[src/rtl/uifcm_pkg.sv]
// ----------------------------------------------------------------------------
// uifcm_pkg: shared types and constants of the UART command matcher
// Action and command codes, command text lookup.
// ----------------------------------------------------------------------------
package uifcm_pkg;

    typedef logic [1:0] action_t;
    typedef logic [1:0] command_t;

    localparam action_t ACT_BYTE   = 2'd0;
    localparam action_t ACT_TICK   = 2'd1;
    localparam action_t ACT_BUTTON = 2'd2;

    localparam command_t CMD_NONE = 2'd0;
    localparam command_t CMD_USER = 2'd1;
    localparam command_t CMD_BOOT = 2'd2;

    // "command: reboot" is a prefix of "command: reboot bootloader"
    localparam logic [4:0] USER_LEN = 5'd15;
    localparam logic [4:0] BOOT_LEN = 5'd26;

    localparam logic [15:0] IDLE_LIMIT_RESET = 16'd100;

    // Character of the long command at a position; NUL past its end.
    function automatic logic [7:0] cmd_char(input logic [4:0] pos);
        logic [7:0] c;
        case (pos)
            5'd0:    c = "c";
            5'd1:    c = "o";
            5'd2:    c = "m";
            5'd3:    c = "m";
            5'd4:    c = "a";
            5'd5:    c = "n";
            5'd6:    c = "d";
            5'd7:    c = ":";
            5'd8:    c = " ";
            5'd9:    c = "r";
            5'd10:   c = "e";
            5'd11:   c = "b";
            5'd12:   c = "o";
            5'd13:   c = "o";
            5'd14:   c = "t";
            5'd15:   c = " ";
            5'd16:   c = "b";
            5'd17:   c = "o";
            5'd18:   c = "o";
            5'd19:   c = "t";
            5'd20:   c = "l";
            5'd21:   c = "o";
            5'd22:   c = "a";
            5'd23:   c = "d";
            5'd24:   c = "e";
            5'd25:   c = "r";
            default: c = 8'h00;
        endcase
        return c;
    endfunction

endpackage

[src/rtl/uart_idle_framed_command_matcher_unit.sv]
// ----------------------------------------------------------------------------
// uart_idle_framed_command_matcher_unit: idle-timed UART command matcher
// Result on m_ the cycle after input; one transaction per cycle while s_ready is high.
// s_ready drops only while a result waits in the output register and m_ready is low.
// Reset (aresetn, sync, active low): frame cleared, timer stopped, idle_limit 100.
// ----------------------------------------------------------------------------
module uart_idle_framed_command_matcher_unit #(
    parameter int MAX_LEN = 29
) (
    input  logic        aclk,
    input  logic        aresetn,

    // configuration: idle_limit
    input  logic        cfg_we,
    input  logic [15:0] cfg_wdata,

    // input channel
    input  logic        s_valid,
    output logic        s_ready,
    input  logic [1:0]  s_action,
    input  logic [7:0]  s_rx_byte,

    // result channel
    output logic        m_valid,
    input  logic        m_ready,
    output logic [1:0]  m_command,
    output logic [4:0]  m_frame_bytes
);

    localparam logic [4:0] MaxLenW = 5'(MAX_LEN);

    // ---------------- registers ----------------
    logic [15:0] idle_limit_reg;
    logic [15:0] idle_count_reg,    idle_count_next;
    logic        timer_running_reg, timer_running_next;
    logic [4:0]  kept_length_reg,   kept_length_next;
    logic        string_ended_reg,  string_ended_next;
    logic [4:0]  text_length_reg,   text_length_next;
    logic        match_user_reg,    match_user_next;
    logic        match_boot_reg,    match_boot_next;

    logic                  m_valid_reg,   m_valid_next;
    uifcm_pkg::command_t   m_command_reg, m_command_next;
    logic [4:0]            m_bytes_reg,   m_bytes_next;

    // Accept whenever the output register is free or being emptied.
    logic s_fire;
    assign s_ready = !m_valid_reg || m_ready;
    assign s_fire  = s_valid && s_ready;

    // ---------------- per-transaction update ----------------
    logic [15:0] idle_inc;
    logic [7:0]  exp_char;
    assign idle_inc = (idle_count_reg == 16'hFFFF) ? idle_count_reg : idle_count_reg + 16'd1;
    assign exp_char = uifcm_pkg::cmd_char(text_length_reg);

    always_comb begin
        idle_count_next    = idle_count_reg;
        timer_running_next = timer_running_reg;
        kept_length_next   = kept_length_reg;
        string_ended_next  = string_ended_reg;
        text_length_next   = text_length_reg;
        match_user_next    = match_user_reg;
        match_boot_next    = match_boot_reg;
        m_valid_next       = m_valid_reg && !m_ready;
        m_command_next     = m_command_reg;
        m_bytes_next       = m_bytes_reg;

        if (s_fire) begin
            case (uifcm_pkg::action_t'(s_action))
                uifcm_pkg::ACT_BYTE: begin
                    timer_running_next = 1'b1;
                    idle_count_next    = 16'd0;
                    if (kept_length_reg < MaxLenW) begin
                        kept_length_next = kept_length_reg + 5'd1;
                        if (!string_ended_reg) begin
                            if (s_rx_byte == 8'h00) begin
                                string_ended_next = 1'b1;
                            end else begin
                                // a byte past a command's length clears its match; the table
                                // gives NUL past its end, which never equals a non-NUL byte
                                if (!(text_length_reg < uifcm_pkg::USER_LEN
                                      && exp_char == s_rx_byte))
                                    match_user_next = 1'b0;
                                if (!(text_length_reg < uifcm_pkg::BOOT_LEN
                                      && exp_char == s_rx_byte))
                                    match_boot_next = 1'b0;
                                text_length_next = text_length_reg + 5'd1;
                            end
                        end
                    end
                end
                uifcm_pkg::ACT_BUTTON: begin
                    m_valid_next   = 1'b1;
                    m_command_next = uifcm_pkg::CMD_BOOT;
                    m_bytes_next   = 5'd0;
                end
                uifcm_pkg::ACT_TICK: begin
                    if (timer_running_reg) begin
                        idle_count_next = idle_inc;
                        if (idle_inc > idle_limit_reg) begin
                            // frame closes; report only if something was kept
                            timer_running_next = 1'b0;
                            idle_count_next    = 16'd0;
                            kept_length_next   = 5'd0;
                            string_ended_next  = 1'b0;
                            text_length_next   = 5'd0;
                            match_user_next    = 1'b1;
                            match_boot_next    = 1'b1;
                            if (kept_length_reg != 5'd0) begin
                                m_valid_next = 1'b1;
                                m_bytes_next = kept_length_reg;
                                if (match_boot_reg && text_length_reg == uifcm_pkg::BOOT_LEN)
                                    m_command_next = uifcm_pkg::CMD_BOOT;
                                else if (match_user_reg
                                         && text_length_reg == uifcm_pkg::USER_LEN)
                                    m_command_next = uifcm_pkg::CMD_USER;
                                else
                                    m_command_next = uifcm_pkg::CMD_NONE;
                            end
                        end
                    end
                end
                default: begin
                    // unused action code: no effect
                end
            endcase
        end
    end

    // ---------------- state ----------------
    always_ff @(posedge aclk) begin
        if (!aresetn) begin
            idle_limit_reg    <= uifcm_pkg::IDLE_LIMIT_RESET;
            idle_count_reg    <= 16'd0;
            timer_running_reg <= 1'b0;
            kept_length_reg   <= 5'd0;
            string_ended_reg  <= 1'b0;
            text_length_reg   <= 5'd0;
            match_user_reg    <= 1'b1;
            match_boot_reg    <= 1'b1;
            m_valid_reg       <= 1'b0;
        end else begin
            if (cfg_we) begin
                idle_limit_reg <= cfg_wdata;
            end
            idle_count_reg    <= idle_count_next;
            timer_running_reg <= timer_running_next;
            kept_length_reg   <= kept_length_next;
            string_ended_reg  <= string_ended_next;
            text_length_reg   <= text_length_next;
            match_user_reg    <= match_user_next;
            match_boot_reg    <= match_boot_next;
            m_valid_reg       <= m_valid_next;
        end
    end

    // result payload: no reset needed
    always_ff @(posedge aclk) begin
        m_command_reg <= m_command_next;
        m_bytes_reg   <= m_bytes_next;
    end

    assign m_valid       = m_valid_reg;
    assign m_command     = m_command_reg;
    assign m_frame_bytes = m_bytes_reg;

`ifndef NO_ASSERTIONS
    // Stopped timer means no frame in progress.
    a_idle_clean: assert property (@(posedge aclk) disable iff (!aresetn)
        !timer_running_reg |-> (idle_count_reg == 16'd0 && kept_length_reg == 5'd0))
        else $error("stopped timer with live frame state");

    // Text never outgrows kept bytes, which never exceed the limit.
    a_len_order: assert property (@(posedge aclk) disable iff (!aresetn)
        text_length_reg <= kept_length_reg && kept_length_reg <= MaxLenW)
        else $error("frame length counters out of order");

    // Button press yields a bootloader result with no bytes next cycle.
    a_button: assert property (@(posedge aclk) disable iff (!aresetn)
        (s_fire && s_action == uifcm_pkg::ACT_BUTTON) |=>
            (m_valid && m_command == uifcm_pkg::CMD_BOOT && m_frame_bytes == 5'd0))
        else $error("button press not reported");

    // A closed-frame result always carries at least one byte.
    a_frame_nonempty: assert property (@(posedge aclk) disable iff (!aresetn)
        (s_fire && s_action == uifcm_pkg::ACT_TICK && m_valid_next && !m_valid_reg)
            |-> (m_bytes_next != 5'd0))
        else $error("empty frame reported");
`endif

endmodule
[config.mk]
export PLATFORM = sky130hd
export DESIGN_NAME = uart_idle_framed_command_matcher_unit
export DESIGN_NICKNAME = d
export VERILOG_FILES = /design/src/rtl/uifcm_pkg.sv /design/src/rtl/uart_idle_framed_command_matcher_unit.sv
export SDC_FILE = /design/constraint.sdc
export NUM_CORES = 1
export LEC_CHECK = 0
export BUFFER_PORTS_ARGS = -buffer_cell sky130_fd_sc_hd__buf_2
export CAP_MARGIN = 20
export CORE_MARGIN = 3
export CORE_UTILIZATION = 40
export CTS_CLUSTER_SIZE = 25
export DETAILED_ROUTE_END_ITERATION = 10
export PLACE_DENSITY = 0.55
export RECOVER_POWER = 25
export SKIP_LAST_GASP = 1
export SLEW_MARGIN = 20
export SYNTH_ARGS = -nofsm -noshare
export SYNTH_HDL_FRONTEND = slang
export SYNTH_SLANG_ARGS = --single-unit
[constraint.sdc]
create_clock -name aclk -period 10.9 [get_ports aclk]
set_clock_uncertainty 0.1 [all_clocks]
set_input_delay 0.545 -clock aclk [delete_from_list [all_inputs] [get_ports aclk]]
set_output_delay 0.545 -clock aclk [all_outputs]
set_load 0.1 [all_outputs]
After elaboration in Yosys (flattened, before gate mapping). Memories as Yosys holds them, arrays and structs flattened. A register that Yosys moved wholly into a read port is not among the register bits. Index checks and enable logic that the tools add are counted.

Register bits: 54. Bits in read-only memories: 224. Input bits: 31. Output and inout port bits: 9. Memories: 1.

Add/subtract/negate cells: 3. $lt $le $gt $ge: 4. Equal/unequal tests: 14. Muxes and demuxes: 50. Reductions and logical operators: 21.

Memory list: (name not given) (depth 32, width 7, rd ports 1, clocked after memory_dff 1, write ports 0, line uifcm_pkg.sv:27) `case (pos)`.

Operators by type and width (count): $mux W5 (11); $mux W16 (3); $pmux W16 S2 (1); $pmux W5 S2 (3); $mux W1 (22); $add A16 B1 Y16 const B (1); $eq A16 B16 Y1 const B (1); $gt A16 B16 Y1 (1); $ne A2 B2 Y1 const B (8); $reduce_and A8 Y1 (2); $add A5 B1 Y5 const B (2); $lt A5 B5 Y1 const B (2); $pmux W1 S2 (5); $reduce_and A5 Y1 (2); $eq A8 B8 Y1 (1); $logic_not A8 Y1 (1); $mux W2 (4); $reduce_and A7 Y1 (1); $logic_and A1 B1 Y1 (6); $eq A5 B4 Y1 const B (1); $eq A5 B5 Y1 const B (1); $lt A5 B4 Y1 const B (1); $reduce_bool A5 Y1 (1); $pmux W2 S2 (1); 8 further kinds (10).

Longest topological paths before layout. Gate-level depths: netlist of the first run.

Word-level depth: 8. Mapped depth: 22. Depth with buffers taken out: 21.

Least setup slack after synthesis of the first run. No wires, ideal clock.

Kind: flip-flop to flip-flop. Start point: reg idle_count_reg[4]. End point: reg exp_char[2] (netlist name). Library setup time: 122 ps. Arrival time: 4046 ps. Slack: 6633 ps. Stages on the path, launching flop included: 22. Buffers on the path: 2. Period minus slack after synthesis: 4267 ps. Cells stage by stage: dfxtp_1 -> clkbuf_1 -> and3_1 -> nand4_1 -> nor3_1 -> nor2_1 -> and3_1 -> nand3_1 -> xnor2_1 -> ha_1 -> nand2_1 -> nor3_1 -> a211oi_1 -> a31oi_1 -> o31ai_1 -> and2_1 -> buf_6 -> inv_1 -> ha_1 -> nor2_1 -> a21oi_1 -> o311a_1.

Longest elaborated chain between the ends: 7. Elaborated cells between the ends (all ways): 8. Classes of those cells: 1 x add/sub; 1 x order compare; 2 x eq/ne; 3 x mux; 1 x reduce/logical.

Ends and longest elaborated chain: start, declared (line uart_idle_framed_command_matcher_unit.sv:34) `logic [15:0] idle_count_reg, idle_count_next;`; start signal, assigned (line uart_idle_framed_command_matcher_unit.sv:147) `idle_count_reg <= idle_count_next;`; $add A16 B1 Y16 or $eq A16 B16 Y1 (tied branches) (line uart_idle_framed_command_matcher_unit.sv:54) `assign idle_inc = (idle_count_reg == 16'hFFFF) ? idle_count_reg : idle_count_reg + 16'd1;`; $mux W16 (*) (line uart_idle_framed_command_matcher_unit.sv:54); $gt A16 B16 Y1 (*) (line uart_idle_framed_command_matcher_unit.sv:101) `if (idle_inc > idle_limit_reg) begin`; $ne A2 B2 Y1 (no source line) (*); $reduce_and A7 Y1 (no source line) (*); $mux W5 (no source line) (*) (2 in a row).

Every way passes the cells marked *; elsewhere a longest branch is shown, timed or not. A chain may end at the register's enable or synchronous reset.

Worst setup path after layout of the first run.
Start point: reg idle_count_reg[0]. End point: reg exp_char[2] (netlist name).

Longest elaborated chain between the ends: 7. Elaborated cells between the ends (all ways): 8. Classes of those cells: 1 x add/sub; 1 x order compare; 2 x eq/ne; 3 x mux; 1 x reduce/logical.

Ends and longest elaborated chain (line): $add A16 B1 Y16 or $eq A16 B16 Y1 (tied branches) (uart_idle_framed_command_matcher_unit.sv:54); $mux W16 (*) (uart_idle_framed_command_matcher_unit.sv:54); $gt A16 B16 Y1 (*) (uart_idle_framed_command_matcher_unit.sv:101); $ne A2 B2 Y1 (no source line) (*); $reduce_and A7 Y1 (no source line) (*); $mux W5 (no source line) (*) (2 in a row).

Marks and branches as above.

==> impl_metrics.env, run 1 <==
export IMPL_grt_usage_pct=16.2
export IMPL_violations="max-capacitance violations, max-slew violations"
export IMPL_max_stage_delay_ps=790
export IMPL_areaGrowthSynthToFinish_pct=11.1
export IMPL_p_comb_share_pct=12.5
export IMPL_die_h_um=104
export IMPL_synthTopCellsByArea="dfxtp_1 28%, ha_1 9.4%, edfxtp_1 5.5%, mux2i_1 4.9%, nor2b_1 4.5%"
export IMPL_cts_root_buf="clkbuf_8"
export IMPL_power_frac_seq_pct=51.3
export IMPL_slew_headroom_pct=-31.2
export IMPL_tns_ps=0
export IMPL_power_switching_mw=0.126
export IMPL_die_area_um2=10800
export IMPL_crit_path_start_kind="register"
export IMPL_h_tree_depth=3
export IMPL_ys_flop_type="dfxtp_1"
export IMPL_p_sw_share_pct=27.2
export IMPL_yosysTopAreaCell="dfxtp_1"
export IMPL_syn_num_nets=511
export IMPL_route_detailed_drc=0
export IMPL_status="finished with violations"
export IMPL_synth_edf_count=7
export IMPL_syn_area_um2=3850
export IMPL_end_kind="register"
export IMPL_hp_class="input port to register"
export IMPL_ys_seq_elements=61
export IMPL_grt_pass1_vias=3147
export IMPL_cp_cell_sequence="ha_1 -> and3_1 -> nand4_1 -> nor3_1 -> nor2_1 -> and3_1 -> nand3_1 -> xnor2_1 -> ha_1 -> nand2_1 -> nor4_1 -> o21ai_1 -> a31oi_1 -> o21ai_0 -> a31oi_1 -> inv_1 -> o311a_1"
export IMPL_cp_required_ps=11020
export IMPL_crit_buf_inv=1
export IMPL_cp_depth=17
export IMPL_drive_gt1_share_pct=14.5
export IMPL_crit_type="register to register"
export IMPL_stdcell_count=617
export IMPL_clock_sinks=61
export IMPL_io_buffer_count=39
export IMPL_worst_slew_pin_slew_ps=1970
export IMPL_syn_area_per_cell_um2=8.54
export IMPL_clock_latency_ps=330
export IMPL_cts_tree="done"
export IMPL_synthAdderAreaFrac_pct=9.42
export IMPL_synth_cells=451
export IMPL_cts_setup_buffers=0
export IMPL_drtPass1Iterations=4
export IMPL_nNetsFinal=543
export IMPL_grt_setup_unrepaired="false"
export IMPL_wl_um=8200
export IMPL_core_area_um2=9280
export IMPL_worstPathArrival_ps=5320
export IMPL_synth_simple_area_share_pct=23.4
export IMPL_antenna_found_initial=0
export IMPL_synthDistinctLibCells=63
export IMPL_synth_top_family_by_area="simple AND/OR/NAND/NOR gates"
export IMPL_maxCapViolCount=1
export IMPL_synth_most_common_cell="dfxtp_1"
export IMPL_synthArstFlopShare_pct=0
export IMPL_overflow=0
export IMPL_ys_seq_area_share_pct=33.5
export IMPL_rows=35
export IMPL_grt_pass1_wl_um=14700
export IMPL_die_w_um=104
export IMPL_clk_pin_slew_worst_paths_ps=70
export IMPL_setup_violations=0
export IMPL_max_freq_mhz=192
export IMPL_start_util_pct=41.5
export IMPL_viasPerCell=5.25
export IMPL_ant_nets=0
export IMPL_hold_viol=0
export IMPL_num_vias=3237
export IMPL_synthMuxAreaShare_pct=6.30
export IMPL_postCtsHoldBufs=0
export IMPL_synthTopCellsByCount="54 x dfxtp_1, 37 x nand2_1, 30 x nor2_1, 29 x ha_1, 29 x inv_1"
export IMPL_critPathMaxFanout=11
export IMPL_antenna_diode_count=0
export IMPL_cts_buffer_depth=2
export IMPL_critPathTopFamily="compound AO/OA/AOI/OAI gates"
export IMPL_grt_max_degree=53
export IMPL_synthXorXnorAreaFrac_pct=4.32
export IMPL_min_period_ps=5200
export IMPL_r2r_cells=17
export IMPL_dr_first_iter_drc_count=156
export IMPL_place_gp_congestion=0.843
export IMPL_finalCritPeriodShare_pct=47.7
export IMPL_yosysTopAreaCellShare_pct=28.1
export IMPL_avgRoutedWirePerCell_um=13.3
export IMPL_synth_compound_area_share_pct=17.6
export IMPL_hold_path_depth=3
export IMPL_slowest_stage="a31oi_1"
export IMPL_dpl_cell_count=601
export IMPL_post_cts_resized=0
export IMPL_io_pins=40
export IMPL_peakVddDrop_uv=41.5
export IMPL_power_density_nw_per_um2=108
export IMPL_ys_warn_count=0
export IMPL_report_final_slew_viol_count=53
export IMPL_leakagePower_nw=1.71
export IMPL_power_internal_mw=0.338
export IMPL_cts_made_buffers=9
export IMPL_clkPwrFrac_pct=36.2
export IMPL_hpwl_um=6050
kinds of logic (layout without fill, tap and decap cells):
kind of cell	count (synthesis)	after routing
and+or+nand+nor	168	168
muxes	23	23
DFF	61	61
buffers and inverters	50	87
xor gates and xnor gates	19	19
AOI/OAI and AO/OA	101	101
adders and majority gates	29	29
metrics by stage:
stage / cell area (um2) / hold slack (ps) / total power, mW / setup WS (ps) / utilization, %
floorplan: 3850 / 341 / 0.286 / 6630 / -
global placement: 4130 / 355 / 0.300 / 5900 / 44.4
detailed placement: 4130 / 363 / 0.301 / 5720 / 44.4
CTS: 4290 / 305 / 0.472 / 5710 / 46.2
global route: 4280 / 332 / 0.490 / 4990 / 46.1
finish: 4280 / 321 / 0.464 / 5700 / 46.1
final cells by class:
class	instances	area [um2]
Multi-Input combinational cell	340	2350
Fill cell	952	5000
Inverter	31	116
Sequential cell	61	1290
Clock buffer	11	131
Tap cell	129	161
Timing Repair Buffer	40	198
Clock inverter	5	27.5
per-layer routing:
metal	vias up	wire, um	track usage, %
met5	-	0	0
met4	0	70	6.36
met3	4	254	2.42
met2	53	3850	25.9
met1	1515	4020	21.9
li1	1665	-	-
worst paths after layout:
check                     from                 to  slack, ps
max          idle_count_reg[0]        exp_char[2]       5700
min               cfg_wdata[5]  idle_limit_reg[5]        320
max reg2reg  idle_count_reg[0]        exp_char[2]       5700
min reg2reg     match_user_reg     match_user_reg        380
worst reg2reg max path, delay by kind of cell (launching register included):
family                     cells  cell delay (ps)
and+or+nand+nor                8             1690
DFF                            1              420
AOI/OAI and AO/OA              5             2140
xor gates and xnor gates       1               90
adders and majority gates      2              490
buffers and inverters          1              170
cells in the final DEF (no fill, tap or decap), drive strengths merged, types with 9 or more instances in the layout:
| cell type | instances |
|---|---|
| dfxtp | 54 |
| buf | 38 |
| nand2 | 38 |
| inv | 31 |
| nor2 | 30 |
| ha | 29 |
| nor2b | 28 |
| a21oi | 27 |
| o21ai | 21 |
| mux2i | 19 |
| nand3 | 14 |
| xnor2 | 13 |
| clkbuf | 13 |
| and2 | 12 |
| nor3 | 11 |
| a22oi | 9 |
power groups by stage:
stage / clock (mW) / combinational (mW) / sequential [mW]
floorplan: 0 / 0.0391 / 0.247
global placement: 0 / 0.0577 / 0.243
detailed placement: 0 / 0.0583 / 0.243
CTS: 0.175 / 0.0586 / 0.238
global route: 0.185 / 0.0661 / 0.239
finish: 0.168 / 0.0580 / 0.238
(Power assumes the default switching activity.)
==> run 2: changes to the inputs <==
- PLACE_DENSITY: 0.55 -> 0.57
- clock period: 10.9 -> 4.25 ns (I/O delays scaled with it)
==> run 2 against run 1 <==
Total power increased to 2.8 times the previous value. Sequential power increased to 2.6 times the previous value. Global-route usage increased by 1.1 points. The run now ends clean. Combinational power increased to 3.0 times the previous value. Worst hold slack got worse by 300 ps. Critical endpoint unchanged. Largest cell class unchanged. Critical path type unchanged. Critical path depth increased by 4. Clock power increased to 3.1 times the previous value. Sequential share of layout area decreased by 3.4 points. Count of clock-buffer cells in the layout decreased by 2. Highest routed layer unchanged. Via count increased by 6.1%.
==> impl_metrics.env, run 2 (synthesized netlist as in run 1, its figures left out) <==
export IMPL_critPathMaxFanout=4
export IMPL_fill_cells=875
export IMPL_viasPerCell=5.22
export IMPL_hp_class="input port to register"
export IMPL_die_w_um=104
export IMPL_leakagePower_nw=1.96
export IMPL_clkPwrFrac_pct=39.6
export IMPL_start_util_pct=41.5
export IMPL_max_freq_mhz=244
export IMPL_power_internal_mw=0.939
export IMPL_cts_root_buf="clkbuf_8"
export IMPL_p_comb_share_pct=13.4
export IMPL_hold_viol=0
export IMPL_die_area_um2=10800
export IMPL_finalCritPeriodShare_pct=96.5
export IMPL_worst_slew_pin_slew_ps=833
export IMPL_cts_tree="done"
export IMPL_power_switching_mw=0.358
export IMPL_slowest_stage="dfxtp_2"
export IMPL_rows=35
export IMPL_grt_usage_pct=17.3
export IMPL_nNetsFinal=584
export IMPL_crit_type="register to register"
export IMPL_overflow=0
export IMPL_power_frac_seq_pct=47.0
export IMPL_tns_ps=0
export IMPL_final_util_pct=52.2
export IMPL_dpl_cell_count=632
export IMPL_hpwl_um=6690
export IMPL_cp_required_ps=4390
export IMPL_wl_um=9290
export IMPL_grt_pass1_wl_um=15500
export IMPL_drtPass1Iterations=4
export IMPL_clk_pin_slew_worst_paths_ps=80
export IMPL_io_buffer_count=39
export IMPL_grt_setup_unrepaired="true"
export IMPL_finalPower_mw=1.30
export IMPL_report_final_slew_viol_count=0
export IMPL_slew_headroom_pct=44.4
export IMPL_io_pins=40
export IMPL_grt_pass1_vias=3225
export IMPL_place_gp_congestion=0.935
export IMPL_num_vias=3434
export IMPL_peakVddDrop_uv=159
export IMPL_max_stage_delay_ps=350
export IMPL_p_sw_share_pct=27.6
export IMPL_ant_nets=0
export IMPL_clock_sinks=61
export IMPL_drive_gt1_share_pct=27.6
export IMPL_avgRoutedWirePerCell_um=14.1
export IMPL_power_density_nw_per_um2=268
export IMPL_grt_max_degree=53
export IMPL_worstPathArrival_ps=4240
export IMPL_crit_path_start_kind="register"
export IMPL_stdcell_count=658
export IMPL_status="finished clean"
export IMPL_layout_commonest_cell="dfxtp_1"
export IMPL_hold_slack_ps=22.3
export IMPL_core_area_um2=9280
export IMPL_antenna_diode_count=0
export IMPL_min_period_ps=4100
export IMPL_h_tree_depth=3
export IMPL_clock_latency_ps=350
export IMPL_route_detailed_drc=0
export IMPL_layout_common_cells="50 x dfxtp_1, 39 x buf_2, 36 x nand2_1"
export IMPL_cp_cell_sequence="ha_4 -> and3_4 -> nand4_1 -> nor3_2 -> buf_4 -> nor2_4 -> buf_6 -> nand3_4 -> xnor2_2 -> ha_1 -> nand4_1 -> nor4_2 -> o21ai_1 -> a31o_2 -> buf_4 -> a311oi_4 -> or2b_4 -> buf_6 -> nor4_2 -> a211o_1 -> o311a_1"
export IMPL_maxCapViolCount=0
export IMPL_die_h_um=104
export IMPL_cts_made_buffers=9
export IMPL_antenna_found_initial=0
export IMPL_end_kind="register"
export IMPL_areaGrowthSynthToFinish_pct=25.7
export IMPL_cts_buffer_depth=2
export IMPL_dr_first_iter_drc_count=161
export IMPL_setup_violations=0
[run 2: path summary, 6_finish.rpt]
check / start / endpoint / slack (ps) / depth (start not counted)
setup / recovery: idle_count_reg[0] / exp_char[2] / 150 / 21
hold / removal: cfg_wdata[0] / idle_limit_reg[0] / 20 / 3
setup reg to reg: idle_count_reg[0] / exp_char[2] / 150 / 21
hold reg to reg: match_user_reg / match_user_reg / 380 / 2
[run 2: layout make-up]
class	instances	area, um2	share of cell area (%)
timing repair buffer	81	533	11.0
tap	129	161	3.33
multi-input combinational	340	2540	52.5
clock buffer	9	124	2.56
inverter	31	121	2.51
sequential	61	1300	26.8
clock inverter	7	66.3	1.37
[run 2: power by group through the flow]
stage               Combinational, mW  Sequential, mW  Clock [mW]
global placement                0.159           0.623           0
CTS                             0.164           0.610       0.523
finish                          0.174           0.610       0.513
global route                    0.193           0.612       0.547
floorplan                       0.100           0.633           0
detailed placement              0.162           0.623           0
[run 2: repair_timing]
action,4_1_cts,5_1_grt
endpoints found under the hold margin,3,0
buffers inserted,0,7
endpoints found under the setup margin,0,15
hold buffers,3,0
resized for setup,0,48
[run 2: per-layer routing]
metal	track usage [%]	vias up	wire, um
met4	4.65	0	119
met2	27.8	34	4360
met1	23.1	1648	4590
met3	4.47	10	219
li1	-	1742	-
met5	0	-	0
[run 2: through the flow]
step / setup WS (ps) / area (um2)
finish: 148 / 4840
floorplan: 87.9 / 3860
global route: -27.6 / 4840
detailed placement: 55.7 / 4360
CTS: 17.8 / 4580
global placement: 169 / 4360
[run 2: critical path: cells and delay by family (launching register included)]
family	cells	cell delay, ps
AND/OR/NAND/NOR	9	1420
AO/OA/AOI/OAI	5	1090
buffers and inverters	4	560
adder cells (fa/ha/maj)	2	420
flip-flops	1	350
XOR/XNOR	1	60
